## config.mk

```make
export PLATFORM = sky130hd
export DESIGN_NAME = uvs_div_cell
export DESIGN_NICKNAME = d
export VERILOG_FILES = /design/src/hw/rtl/uvs_pkg.sv /design/src/hw/rtl/uvs_div_cell.sv
export SDC_FILE = /design/constraint.sdc
export NUM_CORES = 1
export LEC_CHECK = 0
export ABC_AREA = 1
export BUFFER_PORTS_ARGS = -buffer_cell sky130_fd_sc_hd__buf_2
export CAP_MARGIN = 10
export CORE_AREA = 3 3 157 159
export DETAILED_ROUTE_END_ITERATION = 16
export DIE_AREA = 0 0 160 162
export GPL_TIMING_DRIVEN = 0
export PLACE_DENSITY = 0.71
export SLEW_MARGIN = 20
export SYNTH_ARGS = -nofsm -noshare
export SYNTH_HDL_FRONTEND = slang
export SYNTH_SLANG_ARGS = --single-unit
```

## constraint.sdc

```tcl
create_clock -name clk -period 1.1 [get_ports clk]
set_clock_uncertainty 0.2 [all_clocks]
set_input_delay 0.11 -clock clk [delete_from_list [all_inputs] [get_ports clk]]
set_output_delay 0.11 -clock clk [all_outputs]
set_load 0.01 [all_outputs]
```

## src/hw/rtl/uvs_pkg.sv

```systemverilog
// Shared types and constants for the UV-sphere cell vertex generator.
// No dependencies; every other file in hw/rtl imports this package.
package uvs_pkg;

    localparam int RES_MAX    = 256;
    localparam int RES_W      = 9;
    localparam int REM_W      = 8;
    localparam int DIV_W      = 41;
    localparam int DIV_LANES  = 4;
    localparam int PHASE_W    = 32;
    localparam int Q30_W      = 31;
    localparam int HORNER_N   = 6;
    localparam int RCP_W      = 38;
    localparam int RCP_SHIFT  = 40;

    localparam logic [Q30_W-1:0] Q30_ONE     = 31'h4000_0000;
    localparam logic [Q30_W-1:0] HALF_PI_Q30 = 31'd1686629713;

    localparam logic [RCP_W-1:0] RCP_156 = RCP_W'(((64'd1 << RCP_SHIFT) + 64'd155) / 64'd156);
    localparam logic [RCP_W-1:0] RCP_110 = RCP_W'(((64'd1 << RCP_SHIFT) + 64'd109) / 64'd110);
    localparam logic [RCP_W-1:0] RCP_72  = RCP_W'(((64'd1 << RCP_SHIFT) + 64'd71) / 64'd72);
    localparam logic [RCP_W-1:0] RCP_42  = RCP_W'(((64'd1 << RCP_SHIFT) + 64'd41) / 64'd42);
    localparam logic [RCP_W-1:0] RCP_20  = RCP_W'(((64'd1 << RCP_SHIFT) + 64'd19) / 64'd20);
    localparam logic [RCP_W-1:0] RCP_6   = RCP_W'(((64'd1 << RCP_SHIFT) + 64'd5) / 64'd6);

    localparam logic [RCP_W-1:0] HORNER_RCP [HORNER_N] =
        '{RCP_156, RCP_110, RCP_72, RCP_42, RCP_20, RCP_6};

    typedef struct packed {
        logic                              valid;
        logic                              last;
        logic [DIV_LANES-1:0][DIV_W-1:0]   word;
        logic [DIV_LANES-1:0][REM_W-1:0]   rem;
    } div_stage_t;

endpackage

```

## src/hw/rtl/uvs_div_cell.sv

```systemverilog
// One restoring-division step for the four phase and texture quotients.
// Depends on uvs_pkg; chained 41 deep in the top level.
module uvs_div_cell
    import uvs_pkg::*;
(
    input  logic             clk,
    input  logic             rst_n,
    input  logic             en,
    input  logic [RES_W-1:0] res,
    input  div_stage_t       stage_in,
    output div_stage_t       stage_out
);

    div_stage_t stage_reg;
    div_stage_t stage_next;

    always_comb
    begin
        logic [REM_W:0] t;
        stage_next       = stage_in;
        for (int l = 0; l < DIV_LANES; l++)
        begin
            t = {stage_in.rem[l], stage_in.word[l][DIV_W-1]};
            if (t >= res)
            begin
                stage_next.rem[l]  = REM_W'(t - res);
                stage_next.word[l] = {stage_in.word[l][DIV_W-2:0], 1'b1};
            end
            else
            begin
                stage_next.rem[l]  = t[REM_W-1:0];
                stage_next.word[l] = {stage_in.word[l][DIV_W-2:0], 1'b0};
            end
        end
    end

    always_ff @(posedge clk or negedge rst_n)
    begin
        if (!rst_n)
        begin
            stage_reg <= '0;
        end
        else if (en)
        begin
            stage_reg <= stage_next;
        end
    end

    assign stage_out = stage_reg;

endmodule

```

==> results of run 1 <==
==> power by group through the flow <==
stage          registers [mW]  logic (mW)  clock network [mW]
2_1_floorplan            8.90        1.95                   0
3_3_place_gp             8.50        4.25                   0
3_5_place_dp             8.52        4.35                   0
4_1_cts                  8.44        5.95                6.76
5_1_grt                  8.60        7.76                7.05
6_report                 8.54        7.31                6.70
==> path summary, 6_finish.rpt <==
| check | endpoint | slack, ns |
|---|---|---|
| min | stage_out[96] | -0.63 |
| min in group clk | stage_out[16] | -0.02 |
| max in group asynchronous | stage_out[182] | 0.53 |
| max reg2reg | stage_out[52] | -0.29 |
| max | stage_out[24] | -0.45 |
| min reg2reg | stage_out[189] | 0.27 |
==> cell usage in the layout, fill, tap and decap left out, drive strengths merged <==
cell	netlist	routed
diode	0	3
a21oi	17	17
nand4	11	11
dlygate4sd3	0	195
nand3b	6	6
nor2	34	36
clkinv	1	5
nand3	90	90
fa	4	4
xnor2	6	6
nand2	720	722
inv	110	115
xor2	6	6
dfrtp	198	198
clkinvlp	0	5
ha	36	36
a31oi	4	4
clkbuf	17	35
buf	27	580
==> worst max-delay path: stages <==
cell and delay (ns):
buf_6 0.08, clkinvlp_4 0.15, buf_6 0.17, ha_4 0.27, nand2_4 0.07, nand2_4 0.06
a21oi_2 0.15, nand2_2 0.12, nor2_4 0.21, nand3_1 0.12, nand3_1 0.11, nand2_1 0.07
==> cell usage after synthesis <==
| cell type | count |
|---|---|
| inv_1 | 109 |
| dfrtp_1 | 198 |
| xor2_1 | 6 |
| nand3_1 | 88 |
| nand3b_1 | 6 |
| nand4_2 | 3 |
| nand2_2 | 8 |
| nand2_4 | 1 |
| ha_1 | 36 |
| a21oi_1 | 17 |
| xnor2_1 | 6 |
| nor2_2 | 3 |
| buf_1 | 5 |
| nor2_4 | 5 |
| nor2_1 | 26 |
| nand4_1 | 8 |
| clkinv_1 | 1 |
| nand3_2 | 2 |
| buf_4 | 3 |
| clkbuf_1 | 17 |
| buf_2 | 19 |
| fa_1 | 4 |
| nand2_8 | 1 |
| a31oi_1 | 4 |
| nand2_1 | 710 |
| inv_4 | 1 |
==> metrics by stage <==
step | std cells | util
final | 2393 | 0.764
after global routing | 2392 | 0.764
after CTS | 2312 | 0.707
after detailed placement | 2014 | 0.529
after global placement | 2012 | 0.527
after floorplan | 1287 | -
==> kinds of logic (layout without fill, tap and decap cells) <==
| logic type | Yosys count | after routing | synth area share |
|---|---|---|---|
| buf+inv | 155 | 935 | 0.0630 |
| simple gates | 861 | 865 | 0.357 |
| flops | 198 | 198 | 0.504 |
| xor+xnor | 12 | 12 | 0.0107 |
| fa+ha+maj | 40 | 40 | 0.0540 |
| compound gates | 21 | 21 | 0.0112 |
| other cells | 0 | 3 | 0 |
==> final cells by class <==
type                       instances  area (um2)
timing repair buffer             748        5870
fill                            1364        5520
multi-input combinational        938        5360
sequential                       198        4950
inverter                         111         450
clock buffer                      18         439
tap                              319         399
buffer                            44         211
clock inverter                    14         186
antenna                            3        7.51
==> layer usage <==
metal,GRT usage,up-vias,share of wire
li1,-,5485,-
met1,0.363,5959,0.34
met2,0.533,865,0.48
met5,0,-,0.0029
met3,0.105,295,0.099
met4,0.180,12,0.077
==> timing repair <==
action                                  CTS  global route
endpoints found under the setup margin  244           246
pin swaps                                47            83
gates resized for setup                 223           177
gates cloned                              4             0
hold buffers                            193             2
endpoints found under the hold margin   396           200
buffers inserted                         69            77
==> results by group, run 1 <==
Synth
  – Number of instances in the synthesized netlist: 1287
  – Synthesized area per cell: 7.64 um2
  – Number of unique standard cell types used by synthesis: 26
  – Largest cells by area after synthesis: dfrtp_1 (50%), nand2_1 (27%), ha_1 (4.6%), nand3_1 (4.5%), inv_1 (4.2%)
  – Cell taking the most area after synthesis: dfrtp_1
  – Yosys warnings: 0
  – Net count after synthesis: 1537
  – Post-Synthesis Cell Area: 9830 um2
  – Synth Register Bits: 198
  – Top-area cell type share of the netlist area: 0.504
  – Sequential element share of the synthesized area: 0.504

Flow run
  – Count of max-cap constraint violations: 0

Timing
  – Ratio of final minimum period to clock period: 1.41
  – Fmax: 645 MHz
  – Hold slack: -0.632 ns
  – Total count of hold-check failures in the final report: 199
  – Shortest period the worst path allows: 1.55 ns
  – Unrepaired setup endpoints after global routing: yes
  – Headroom to the max-slew limit: 0.632
  – Transition time of the tightest slew-check pin: 0.553 ns
  – Final max-slew violation count: 0
  – Sum of negative setup slack: -50.51 ns
  – Final worst setup slack: -0.450 ns
  – Setup violation total in the final timing report: 241

Floorplanning
  – Die Area: 25900 um2
  – Starting Density: 0.420
  – Die boundary width: 160 um
  – Die Y-Extent: 162 um
  – Top-level I/O count: 408
  – Area of the core: 23400 um2
  – Number of rows in the core area: 56

Cells and area
  – Flip-flop count of the largest register, all copies and words added: 198
  – Layout cell share with drive strength beyond 1: 0.403
  – Layout-stage area growth over the synthesis result: 81.9%
  – NumNets Final: 2308
  – Final cell area excluding filler cells: 17900 um2

Placement
  – HPWL Detailed: 25900 um
  – Last weighted congestion value of the routability-driven placer: 0.924
  – Post-detailed-placement cell area: 12400 um2
  – Worst slack after detailed placement: -1.02 ns
  – IO buf count: 406

Power and ir drop
  – Reported net switching power: 7.80 mW
  – Overall power: 22.6 mW
  – Leakage power total: 9.80 nW
  – Switching power share of the total: 0.346
  – Portion of total power attributed to combinational logic: 0.324
  – PwrDens: 1260 nW/um2
  – Internal Pwr Total: 14.7 mW
  – Clock group share of total power: 0.297
  – Max IR drop VDD: 0.865 mV
  – Sequential fraction of design power: 0.379

Global route
  – GRT overflow: 0
  – Global-route wire length before repair: 65500 um
  – Maximum number of pins on one net before global-route repair: 81
  – Overall global routing resource usage: 0.320
  – Via count of the first global-routing pass: 12100
  – Antenna violations before repair: 9

CTS
  – CTS Root Cell: clkbuf_16
  – Number of H-tree levels: 4
  – Buffer depth of the longest clock path: 2
  – TritonCTS sink count: 198
  – CTS tree: yes
  – Number of buffers created by CTS: 17
  – Clock Pin Slew Worst Setup and Hold Paths: 0.09 ns
  – Clk_lat worst skew: 0.45 ns

Route
  – Via count: 12600
  – Antenna Violating Nets Remaining: 0
  – Sum of routed wire length over all layers: 48400 um
  – Detailed router's first-iteration violation count: 1299
  – Detailed-routing iteration count for the pre-antenna-repair pass: 7
  – Average wire per standard cell: 20.2 um
  – Mean number of vias per cell: 5.27
  – Count of unresolved DRC violations after routing: 0

Setup path
  – Critical register-to-register path startpoint: stage_out[52]
  – Number of cells on the worst reg-to-reg path: 3
  – Endpoint class of the critical path: register
  – Max Fanout on Critical Path: 5
  – Critical path data required time: 1.23 ns
  – Type of element launching the critical path: input port
  – Worst setup startpoint: res[6]
  – Arr. time, crit path: 1.68 ns
  – WS Path Type: input port to register

Min path
  – Class of the tightest hold or removal check: input port to asynchronous set/reset pin

Status
  – Result of the run: finished, violations left
  – Violated checks: negative hold slack, negative setup slack
Power figures use the tool's default switching activity.
==> run 2: changes to the inputs <==
CAP_MARGIN = unset   (was 10)
clock period = 1.45 ns   (was 1.1 ns; I/O delays follow)
==> results by group, run 2 (same netlist as run 1, synthesis figures left out) <==
Status
  – Result of the run: finished, violations left
  – Violated checks: negative setup slack

Global route
  – Maximum number of pins on one net before global-route repair: 100 (+23%)
  – Via count of the first global-routing pass: 11500 (-5.2%)
  – GRT overflow: 0 (unchanged)
  – Overall global routing resource usage: 0.297 (-0.0221)
  – Busiest metal layer after global routing: met2
  – Fraction of met2 tracks used by global routing: 0.502 (-0.0308)
  – Global-route wire length before repair: 61300 um (-6.4%)
  – Global-route track usage on met3: 0.0783 (-0.0268)
  – Antenna violations before repair: 8 (-1)
  – Fraction of met1 tracks used by global routing: 0.348 (-0.0150)

Timing
  – Fmax: 633 MHz
  – Setup violation total in the final timing report: 35 (-85%)
  – Unrepaired setup endpoints after global routing: yes
  – Total count of hold-check failures in the final report: 0 (-100%)
  – Headroom to the max-slew limit: 0.608 (-0.0232)
  – Shortest period the worst path allows: 1.58 ns
  – Sum of negative setup slack: -2.74 ns (+47.77 ns)
  – Final worst setup slack: -0.129 ns (+0.321 ns)
  – Final max-slew violation count: 0 (unchanged)
  – Ratio of final minimum period to clock period: 1.09
  – Transition time of the tightest slew-check pin: 0.588 ns (+0.0348 ns)

Floorplanning
  – Starting Density: 0.420 (unchanged)
  – Area of the core: 23400 um2 (unchanged)
  – Die boundary width: 160 um (unchanged)
  – Number of rows in the core area: 56 (unchanged)
  – Die Area: 25900 um2 (unchanged)
  – Top-level I/O count: 408 (unchanged)
  – Die Y-Extent: 162 um (unchanged)

CTS
  – Number of H-tree levels: 4 (unchanged)
  – CTS Root Cell: clkbuf_16
  – CTS tree: yes
  – Clk_lat worst skew: 0.43 ns (-0.02 ns)
  – Clock Pin Slew Worst Setup and Hold Paths: 0.08 ns (about the same)
  – Buffer depth of the longest clock path: 2 (unchanged)
  – TritonCTS sink count: 198 (unchanged)
  – Number of buffers created by CTS: 17 (unchanged)

Cells and area
  – Most frequent cells in the layout: nand2_1 (657), buf_2 (419), dfrtp_1 (198)
  – Flip-flop count of the largest register, all copies and words added: 198 (unchanged)
  – FF+latch area: 4950 um2 (unchanged)
  – Layout cell share with drive strength beyond 1: 0.349 (-0.0542)
  – Filler Cells Inserted: 1714 (+26%)
  – Layout-stage area growth over the synthesis result: 67.3%
  – NumNets Final: 2214 (-4.1%)
  – Most frequent standard cell in the layout excluding fill and tap cells: nand2_1
  – Area taken by multi-input logic gates: 5230 um2 (-2.5%)

Min path
  – Class of the tightest hold or removal check: input port to register
  – Worst hold stages: 6

Route
  – Via count: 11600 (-7.9%)
  – Detailed router's first-iteration violation count: 870 (-33%)
  – Detailed-routing iteration count for the pre-antenna-repair pass: 6 (-1)
  – Mean number of vias per cell: 5.05 (-4.2%)
  – Average wire per standard cell: 18.3 um (-9.5%)
  – Sum of routed wire length over all layers: 42000 um (-13%)
  – Antenna Violating Nets Remaining: 0 (unchanged)
  – Count of unresolved DRC violations after routing: 0 (unchanged)

Setup path
  – Endpoint class of the critical path: register
  – Flop2flop setup slack: 0.55 ns (+0.84 ns)
  – Number of cells on the worst reg-to-reg path: 2 (-1)
  – Max Fanout on Critical Path: 5 (unchanged)
  – Critical path data required time: 1.57 ns (+0.34 ns)
  – Arr. time, crit path: 1.70 ns (+0.02 ns)
  – Type of element launching the critical path: input port
  – WS Path Type: input port to register

Flow run
  – Count of max-cap constraint violations: 0 (unchanged)

Power and ir drop
  – Leakage power total: 9.11 nW (-7.0%)
  – PwrDens: 966 nW/um2 (-23%)
  – Max IR drop VDD: 0.688 mV (-20%)

Placement
  – Last weighted congestion value of the routability-driven placer: 0.941 (+1.8%)
  – Worst slack after detailed placement: -0.672 ns (+0.345 ns)
  – HPWL Detailed: 25800 um (-0.22%)
  – IO buf count: 406 (unchanged)
-- run 2: critical path, stage by stage --
cell,delay [ns]
buf_2,0.11
clkinvlp_4,0.12
buf_6,0.17
ha_4,0.25
nand2_4,0.10
inv_2,0.06
a21oi_4,0.15
nand2_2,0.07
nor2_4,0.12
buf_6,0.16
nand3_1,0.08
nand3_1,0.09
nand2_1,0.06
-- run 2: repair_timing --
action / in CTS / in global routing
setup buffers: 39 / 12
gates resized for setup: 113 / 111
setup endpoints to repair: 35 / 35
cloned: 3 / 0
pin swaps: 40 / 72
hold buffers: 196 / 0
endpoints found under the hold margin: 396 / 0
-- run 2: stage by stage --
stage                     power [mW]  area (um2)  hold WS [ns]  cells   util
final                           15.9       16400        0.0538   2300  0.703
after global routing            16.6       16400        0.0598   2299  0.703
after CTS                       15.5       15900       0.00245   2284  0.679
after detailed placement        9.77       12400        -0.121   2014  0.529
after global placement          9.68       12300         0.147   2012  0.526
after floorplan                 8.22        9890        -0.351   1287      -
-- run 2: metal layers --
layer | wire (um) | up-vias
met4 | 2520 | 8
met2 | 20700 | 621
met1 | 15500 | 5488
met5 | 53 | -
li1 | - | 5315
met3 | 3200 | 186
-- run 2: path summary, 6_finish.rpt --
kind | start | endpoint
worst max-delay path | res[8] | stage_out[13]
worst min-delay path | stage_in[3] | stage_out[4]
worst max register to register | stage_out[66] | stage_out[66]
worst min register to register | stage_out[40] | stage_out[40]
max in group asynchronous | rst_n | stage_out[118]
min in group asynchronous | rst_n | stage_out[136]
-- run 2: layout make-up --
type | count | share of cell area
multi-input combinational | 936 | 0.318
sequential | 198 | 0.301
timing repair buffer | 655 | 0.279
inverter | 111 | 0.0274
clock buffer | 18 | 0.0261
tap | 319 | 0.0243
buffer | 44 | 0.0122
clock inverter | 14 | 0.0109
antenna | 4 | 0.000609
timing repair inverter | 1 | 0.000380
-- run 2: power breakdown --
group          total [mW]  switching (mW)  internal, mW
combinational        4.62            2.60          2.02
clock                4.87            2.51          2.35
sequential           6.40           0.324          6.08
total                15.9            5.44          10.5
